==> src/rtl/core/ddf_pkg.sv <==
package ddf_pkg;

  // Fixed field widths of the ports.
  localparam int VALUE_W = 16;
  localparam int COUNT_W = 3;
  localparam int CHAR_W  = 8;
  localparam int DIGIT_W = 4;

  // Character codes.
  localparam logic [CHAR_W-1:0] CH_ZERO  = 8'h30;
  localparam logic [CHAR_W-1:0] CH_SPACE = 8'h20;
  localparam logic [CHAR_W-1:0] CH_NINE  = 8'h39;

  // Largest decimal digit.
  localparam logic [DIGIT_W-1:0] DIGIT_MAX = 4'd9;

endpackage

==> src/rtl/core/decimal_digit_formatter.sv <==
// Channel  | Ports                                              | Handshake
// ---------+----------------------------------------------------+--------------------------
// command  | value, digit_count, show_zeros, pad_blank          | start high, busy low
// result   | ascii_char, last                                   | strobe, one cycle, no stall
//
// A word goes through bit-serial binary-to-BCD conversion (one input bit
// shifted in per cycle, add-3 correction on each BCD digit), then out one
// digit position of the clamped count per cycle; the next word is taken only
// once the controller is idle again. busy drops in the cycle
// that carries the final character; the receiver cannot stall, so nothing waits.
// rst is synchronous and returns the controller to idle with no strobe.
module decimal_digit_formatter #(
  parameter int MAX_DIGITS = 5,
  parameter int VALUE_BITS = 16
) (
  input  logic                         clk,
  input  logic                         rst,
  input  logic                         start,
  output logic                         busy,
  input  logic [ddf_pkg::VALUE_W-1:0]  value,
  input  logic [ddf_pkg::COUNT_W-1:0]  digit_count,
  input  logic                         show_zeros,
  input  logic                         pad_blank,
  output logic                         strobe,
  output logic [ddf_pkg::CHAR_W-1:0]   ascii_char,
  output logic                         last
);
  import ddf_pkg::*;

  localparam int BCD_W  = MAX_DIGITS * DIGIT_W;
  localparam int POS_W  = (MAX_DIGITS > 1) ? $clog2(MAX_DIGITS) : 1;
  localparam int BITS_W = $clog2(VALUE_BITS + 1);

  localparam logic [COUNT_W-1:0] MAX_COUNT = COUNT_W'(MAX_DIGITS);
  localparam logic [BITS_W-1:0]  LAST_BIT  = BITS_W'(VALUE_BITS - 1);

  localparam logic [1:0] ST_IDLE = 2'd0;
  localparam logic [1:0] ST_CONV = 2'd1;
  localparam logic [1:0] ST_EMIT = 2'd2;

  logic [1:0]            state;
  logic [VALUE_BITS-1:0] bin_sr;
  logic [BCD_W-1:0]      bcd;
  logic [BCD_W-1:0]      bcd_adj;
  logic [BITS_W-1:0]     bit_cnt;
  logic [POS_W-1:0]      pos;
  logic                  show;
  logic                  pad;
  logic                  seen;
  logic [COUNT_W-1:0]    count_clamped;
  logic [DIGIT_W-1:0]    digit;
  logic                  seen_next;
  logic                  suppress;

  // Clamp the requested digit count into 1..MAX_DIGITS.
  always_comb begin
    if (digit_count == '0) begin
      count_clamped = COUNT_W'(1);
    end else if (digit_count > MAX_COUNT) begin
      count_clamped = MAX_COUNT;
    end else begin
      count_clamped = digit_count;
    end
  end

  // Add-3 correction on every BCD digit that is five or more.
  always_comb begin
    for (int i = 0; i < MAX_DIGITS; i++) begin
      if (bcd[i*DIGIT_W +: DIGIT_W] >= DIGIT_W'(5)) begin
        bcd_adj[i*DIGIT_W +: DIGIT_W] = bcd[i*DIGIT_W +: DIGIT_W] + DIGIT_W'(3);
      end else begin
        bcd_adj[i*DIGIT_W +: DIGIT_W] = bcd[i*DIGIT_W +: DIGIT_W];
      end
    end
  end

  // Current digit and whether it is a leading zero to suppress.
  assign digit     = bcd[pos*DIGIT_W +: DIGIT_W];
  assign seen_next = seen | (digit != '0);
  assign suppress  = !show && !seen_next && (pos != '0);
  assign busy      = (state != ST_IDLE);

  // Sequencer: load, shift in the binary word, then walk the digits.
  always_ff @(posedge clk) begin
    if (rst) begin
      state  <= ST_IDLE;
      strobe <= 1'b0;
    end else begin
      case (state)
        ST_IDLE: begin
          strobe <= 1'b0;
          if (start) begin
            bin_sr  <= value[VALUE_BITS-1:0];
            bcd     <= '0;
            bit_cnt <= '0;
            pos     <= POS_W'(count_clamped - COUNT_W'(1));
            show    <= show_zeros;
            pad     <= pad_blank;
            seen    <= 1'b0;
            state   <= ST_CONV;
          end
        end
        ST_CONV: begin
          strobe  <= 1'b0;
          // The top carry falls off, which keeps the value modulo 10^MAX_DIGITS.
          bcd     <= {bcd_adj[BCD_W-2:0], bin_sr[VALUE_BITS-1]};
          bin_sr  <= bin_sr << 1;
          bit_cnt <= bit_cnt + BITS_W'(1);
          if (bit_cnt == LAST_BIT) begin
            state <= ST_EMIT;
          end
        end
        ST_EMIT: begin
          seen <= seen_next;
          last <= (pos == '0);
          if (suppress) begin
            strobe     <= pad;
            ascii_char <= CH_SPACE;
          end else begin
            strobe     <= 1'b1;
            ascii_char <= CH_ZERO + CHAR_W'(digit);
          end
          if (pos == '0) begin
            state <= ST_IDLE;
          end else begin
            pos <= pos - POS_W'(1);
          end
        end
        default: begin
          strobe <= 1'b0;
          state  <= ST_IDLE;
        end
      endcase
    end
  end

  // A command is taken only when idle, and the block goes busy at once.
  a_start_busy: assert property (@(posedge clk) disable iff (rst)
    start && !busy |=> busy)
    else $error("block not busy after accepting a command");

  // No character leaves while the binary word is still being converted.
  a_conv_quiet: assert property (@(posedge clk) disable iff (rst)
    (state == ST_CONV) |-> !strobe)
    else $error("character strobed during conversion");

  // The final character of a number ends the burst.
  a_last_ends: assert property (@(posedge clk) disable iff (rst)
    strobe && last |=> !strobe)
    else $error("character strobed after the final one");

  // Every character is a decimal digit or a space.
  a_char_legal: assert property (@(posedge clk) disable iff (rst)
    strobe |-> (ascii_char == CH_SPACE) ||
               ((ascii_char >= CH_ZERO) && (ascii_char <= CH_NINE)))
    else $error("illegal character code");

  // A space never ends a number.
  a_last_digit: assert property (@(posedge clk) disable iff (rst)
    strobe && last |-> (ascii_char != CH_SPACE) &&
                       (ascii_char - CH_ZERO <= CHAR_W'(DIGIT_MAX)))
    else $error("final character is not a digit");

endmodule
==> config.mk <==
export PLATFORM = sky130hd
export DESIGN_NAME = decimal_digit_formatter
export DESIGN_NICKNAME = d
export VERILOG_FILES = /design/src/rtl/core/ddf_pkg.sv /design/src/rtl/core/decimal_digit_formatter.sv
export SDC_FILE = /design/constraint.sdc
export NUM_CORES = 1
export LEC_CHECK = 0
export BUFFER_PORTS_ARGS = -buffer_cell sky130_fd_sc_hd__buf_2
export CAP_MARGIN = 20
export CORE_AREA = 2 2 102 124
export CTS_CLUSTER_SIZE = 8
export DETAILED_ROUTE_END_ITERATION = 8
export DIE_AREA = 0 0 104 126
export MAX_ROUTING_LAYER = met4
export RECOVER_POWER = 50
export SYNTH_ARGS = -nofsm -noshare
export SYNTH_HDL_FRONTEND = slang
export SYNTH_SLANG_ARGS = --single-unit
==> constraint.sdc <==
create_clock -name clk -period 4 [get_ports clk]
set_clock_uncertainty 0.15 [all_clocks]
set_input_delay 0.4 -clock clk [delete_from_list [all_inputs] [get_ports clk]]
set_output_delay 0.4 -clock clk [all_outputs]
set_load 0.05 [all_outputs]
; ---- Yosys cells after proc, flatten, opt, wreduce, memory -nomap -nowiden
; Index checks and enable logic that the tools add are counted.
; Widths: inputs -> output; s select.
[word_totals]
regBits = 59
wordCells = 79
[classes]
order_cmp = 6
eq_ne = 7
bitwise = 3
mux = 23
reduce_logical = 19
add_sub_neg = 9
shift = 1
[ops]
columns = cell, count
row1 = $pmux 20 s2, 1
row2 = $pmux 16 s2, 1
row3 = $ge 4x3->1 const B, 5
row4 = $mux 20, 1
row5 = $shiftx 20x6->4, 1
row6 = $add 4x2->4 const B, 4
row7 = $mux 16, 1
row8 = $mux 4, 4
row9 = $mux 3, 5
row10 = $reduce_and 3->1, 4
row11 = $pmux 5 s2, 1
row12 = $ne 2x2->1 const B, 4
row13 = $add 6x4->7 const A, 1
row14 = $logic_not 3->1, 2
row15 = $mux 2, 3
row16 = $pmux 2 s3, 1
row17 = $pmux 3 s2, 1
row18 = $reduce_bool 2->1, 3
row19 = $sub 3x1->3 const B, 2
row20 = $add 5x1->5 const B, 1
row21 = $eq 5x4->1 const B, 1
row22 = $mux 5, 1
row23 = $reduce_and 4->1, 1
row24 = $reduce_bool 4->1, 1
row25 = 14 further kinds, 18

; ---- Longest topological paths before layout
[depth]
word_depth = 7
ltp_mapped = 6
depth_no_buf = 6

; ---- Worst setup path after synthesis
; Ideal clock, no wire load.
[synth_timing]
path_type = register to register
from = register state[0]
to = register bcd[0] (enable)
required_time_ns = 3.360
path_stages_with_launch = 3
path_buffers = 0
slack_ns = 0.086
arrival_time_ns = 3.274
period_less_slack_ns = 3.914
path_cell_list = dfxtp_1 nor2_1 nor3_1
[synth_between]
elab_chain_len = 3
[synth_rtl]
columns = element, line
row1 = from (decl), decimal_digit_formatter.sv:41  ; logic [1:0] state;
row2 = from (signal assigned), decimal_digit_formatter.sv:86  ; state <= ST_IDLE;
row3 = from (signal assigned), decimal_digit_formatter.sv:100  ; state <= ST_CONV;
row4 = from (signal assigned), decimal_digit_formatter.sv:110  ; state <= ST_EMIT;
row5 = $eq 2x1->1 or $logic_not 2->1 (tied branches), decimal_digit_formatter.sv:89  ; case (state)
row6 = $reduce_bool 2->1 (no line) or $ne 2x2->1 (tied branches), --
row7 = $reduce_and 3->1 (no line) *, --
row8 = to (signal assigned), decimal_digit_formatter.sv:106  ; bcd <= {bcd_adj[BCD_W-2:0], bin_sr[VALUE_BITS-1]};
row9 = to (decl), decimal_digit_formatter.sv:43  ; logic [BCD_W-1:0] bcd;
; Mark *: on every way between the ends. The rest lies on a longest branch, timed or not.
; A chain may end at the register's enable or synchronous reset.

; ---- Worst setup path after layout
[layout_timing]
from = register state[1]
to = register bcd[8], data pin
[layout_between]
elab_chain_len = 2
[layout_rtl]
columns = element, line
row1 = $eq 2x1->1 or $logic_not 2->1 (tied branches), decimal_digit_formatter.sv:89
row2 = $pmux 20 s2 *, decimal_digit_formatter.sv:89
; Marked as above.

==> flow_results.org <==
** Worst setup path
- Along the worst path, the maximum fanout reaches 39.
- Series of cell instances along the critical path :: nand2b_1 > clkbuf_1 > nor3_1
- Kind of end point of the critical path :: register
- Required time worst endpoint :: 3.82 ns
- Slowest stage cell, crit path :: sky130_fd_sc_hd__clkbuf_1
- CP peak stage delay :: 1.26 ns
- Data on the critical path arrives at its endpoint at 2.35 ns.
- Setup slack on the worst flop-to-flop path :: 1.47 ns
- The critical path is of the reg2reg type.
- Worst Setup Start Kind :: register

** Timing
- The number of failing hold endpoints at the final stage is 0.
- TNS Setup :: 0 ns
- Fin. max-slew vios :: 40
- Worst hold slack :: 0.1331 ns
- RSZ-0062 raised after global routing :: no
- Tcrit/Tclk final :: 63.22%
- Final setup fails :: 0
- Actual slew at the worst max-slew pin :: 1.753 ns
- Relative slew slack :: -16.86%
- Time the final worst path needs with I/O delays and setup :: 2.529 ns
- Derived from the worst setup path, the maximum achievable clock frequency is 395.5 MHz.

** Clock tree
- Source-to-sink clock delay at the later pin of the worst-skew pair :: 0.29 ns
- Counting along the longest clock path gives a buffer depth of 2.
- Clock H-tree levels :: 2
- In this run the post-CTS setup repair buffer count came out at 0.
- Clock root buffer :: sky130_fd_sc_hd__clkbuf_16
- Number of sinks handled by clock tree synthesis :: 56
- Number of gates resized after cts :: 0
- Clock-pin slew was measured on the worst setup and hold paths at 0.07 ns.
- Hold repair after CTS inserted 0 buffers.
- Num CTS Buffers :: 5
- TritonCTS built the clock tree.

** Routing
- After detailed routing, the number of vias per cell comes to 4.214.
- After detailed routing, the number of remaining DRC violations is 0.
- Starting DRC count in detailed routing :: 54
- After detailed routing, the average wire length per cell comes to between 10 and 15 µm.
- Final wirelength :: 5214 µm
- Number of detailed-routing iterations run before antenna repair :: 4
- Count of vias placed by the detailed router :: 1951
- Detail Route Antenna Nets :: 0

** Power and ir drop
- Summed over all cells, the static leakage comes to around 1.3 nW.
- In this run switching power makes up 24.63% of total power.
- The share of total power dissipated in combinational logic is 12.8%.
- The analysis attributes to net switching a power of 0.3237 mW.
- Cell internal power was estimated by the tool at 0.9906 mW.
- Of the total power, the clock network draws 32.8%.
- Across the VDD grid, the largest voltage drop is approximately 0.17 mV.
- Power consumption :: 1.314 mW
- Of the total power, registers draw 54.5%.
- Power density relative to cell area :: 392.3 nW/µm²

** Finish
- Relative to the synthesized area, the layout overhead comes to 15.28%.
- Fill cell total of the finished layout :: 1300
- The repair_antennas step left the layout with diodes totalling 0.
- Summing all non-filler instances in the final layout gives an area of 3351 µm².
- Core Util, Final :: between 20 and 30%
- Fraction of final layout cells sized beyond drive strength 1 :: 12.25%
- Final #Nets :: between 300 and 400

** Place
- Summing all placed instances gives a cell area of 3231 µm².
- Detailed placer's ending HPWL :: 3705 µm
- The congestion estimate from routability-driven global placement came to around 0.74.
- IO buf count :: 31

** Logic synthesis
- Counting distinct cell types in the post-synthesis netlist gives 37.
- Async set or reset register ratio after synthesis :: 0%
- Area fraction of the dominant cell type after synthesis :: 54.76%
- Cell area after technology mapping :: roughly 2900 µm²
- Sequential-to-total area share from yosys stat :: 56.82%
- Register bit count reported by yosys :: 56
- Number of enable flip-flop cells after synthesis :: 53
- After technology mapping, the gate count stands at between 200 and 300.
- Cell with the most instances after synthesis :: sky130_fd_sc_hd__nand2_1
- Largest area contributor in the synthesized netlist :: sky130_fd_sc_hd__edfxtp_1
- The average instance in the mapped netlist occupies about 11 µm².
- Yosys warns :: 0
- Most used flip-flop cell after synthesis :: sky130_fd_sc_hd__edfxtp_1
- By count the netlist is led by sky130_fd_sc_hd__nand2_1 (61), sky130_fd_sc_hd__edfxtp_1 (53), sky130_fd_sc_hd__nor2_1 (21), sky130_fd_sc_hd__inv_1 (14).
- Sorting the synthesized cells by area gives the leading types as sky130_fd_sc_hd__edfxtp_1 (55%), sky130_fd_sc_hd__nand2_1 (7.9%), sky130_fd_sc_hd__ha_1 (5.6%).

** Floorplanning
- Die height :: 126 µm
- After floorplanning, the core was divided into 44 placement rows.
- The floorplan step defined a die boundary enclosing 13100 µm².
- Std-Cell Core Area :: 11890 µm²
- In this run the count of I/O pins placed on the die edge is 35.
- Starting density of the core :: 24.44%
- Horizontal extent of the die :: 104 µm

** Outcome
- Failing checks :: max-capacitance violations, max-slew violations
- The run finished, with violations left.

** GRT
- First-pass GRT wire length :: 9142 µm
- Global routing consumed, over all layers together, about 8.7% of the routing resources.
- After global routing the overflow that remains totals 0.
- The number of antenna violations at the first check in global routing is 0.
- The number of global-route vias before repair came to 1998.
- Pin count of the biggest net entering global routing :: 42

** Job
- Across the run, the number of max-cap violations was 1.

** Worst hold path
- In this run the worst hold path is classified as in2reg.
## per-layer routing
layer  GRT usage (%)  up-vias  share of wire (%)
met5               -        -                  0
met4           2.464        0               0.59
met3           1.915        2                2.8
met2           15.02       33                 50
met1           10.25      932                 46
li1                -      984                  -
## placed cells by master (no fill, tap or decap), types with 2 or more instances in the layout
cell type / count
sky130_fd_sc_hd__a211oi_1: 6
sky130_fd_sc_hd__a21oi_1: 13
sky130_fd_sc_hd__and2_1: 3
sky130_fd_sc_hd__buf_2: 23
sky130_fd_sc_hd__clkbuf_1: 12
sky130_fd_sc_hd__clkbuf_16: 5
sky130_fd_sc_hd__conb_1: 3
sky130_fd_sc_hd__dfxtp_1: 3
sky130_fd_sc_hd__edfxtp_1: 53
sky130_fd_sc_hd__ha_1: 13
sky130_fd_sc_hd__inv_1: 14
sky130_fd_sc_hd__mux2i_1: 3
sky130_fd_sc_hd__mux4_2: 2
sky130_fd_sc_hd__nand2_1: 61
sky130_fd_sc_hd__nand2b_1: 10
sky130_fd_sc_hd__nand3_1: 2
sky130_fd_sc_hd__nor2_1: 21
sky130_fd_sc_hd__nor2b_1: 7
sky130_fd_sc_hd__nor3_1: 8
sky130_fd_sc_hd__o21ai_0: 7
sky130_fd_sc_hd__o22ai_1: 2
sky130_fd_sc_hd__o2bb2ai_1: 2
sky130_fd_sc_hd__xnor2_1: 8
sky130_fd_sc_hd__xor2_1: 5
## kinds of logic (layout without fill, tap and decap cells)
logic type                 count (synthesis)  count (layout)  synth area share, %
buffers and inverters                     26              56                4.003
and+or+nand+nor                          120             120                18.51
DFF                                       56              56                56.82
adders and majority gates                 13              13                5.596
xor gates and xnor gates                  13              13                3.917
AOI/OAI and AO/OA                         34              34                7.404
other                                      2               3               0.2584
muxes                                      7               7                3.487
## power by group through the flow
stage	combinational, mW	sequential [mW]	clock (mW)
floorplan	0.136	0.719	0
global placement	0.166	0.728	0
detailed placement	0.172	0.730	0
CTS	0.173	0.716	0.446
global route	0.195	0.722	0.473
finish	0.168	0.716	0.431
## final timing paths
path | start | endpoint | cells past startpoint
worst max register to register | state[1] | bcd[8] | 3
worst min register to register | bin_sr[14] | bin_sr[15] | 2
worst min-delay path | pad_blank | pad | 1
worst max-delay path | state[1] | bcd[8] | 3
## through the flow
step | setup WS (ns) | instances
after floorplan | 0.08551 | 272
after global placement | 1.924 | 455
after detailed placement | 1.889 | 455
after CTS | 1.891 | 463
after global routing | 1.136 | 463
final | 1.471 | 463
## worst max-delay path: cells and delay by family, from the launching register on
family | cells | cell delay (ns)
DFF | 1 | 0.48
and+or+nand+nor | 2 | 0.31
buffers and inverters | 1 | 1.26
## sequential cells by signal (all words and copies together) (netlist names)
register,flops
bin_sr,16
seen,1
show,1
last,1
state,2
pos,3
strobe,1
bit_cnt,5
ascii_char,5
bcd,20
pad,1
## cell type report
class	count	area (µm²)	share of cell area, %
clock buffers	7	132.6	3.958
repair buffers	34	160.2	4.780
clock inverters	1	8.758	0.2614
multi-input cells	190	1144	34.13
flip-flops and latches	56	1652	49.29
inverters	14	52.55	1.568
well taps	161	201.4	6.012
Note: power is estimated with default switching activity, not from simulation.
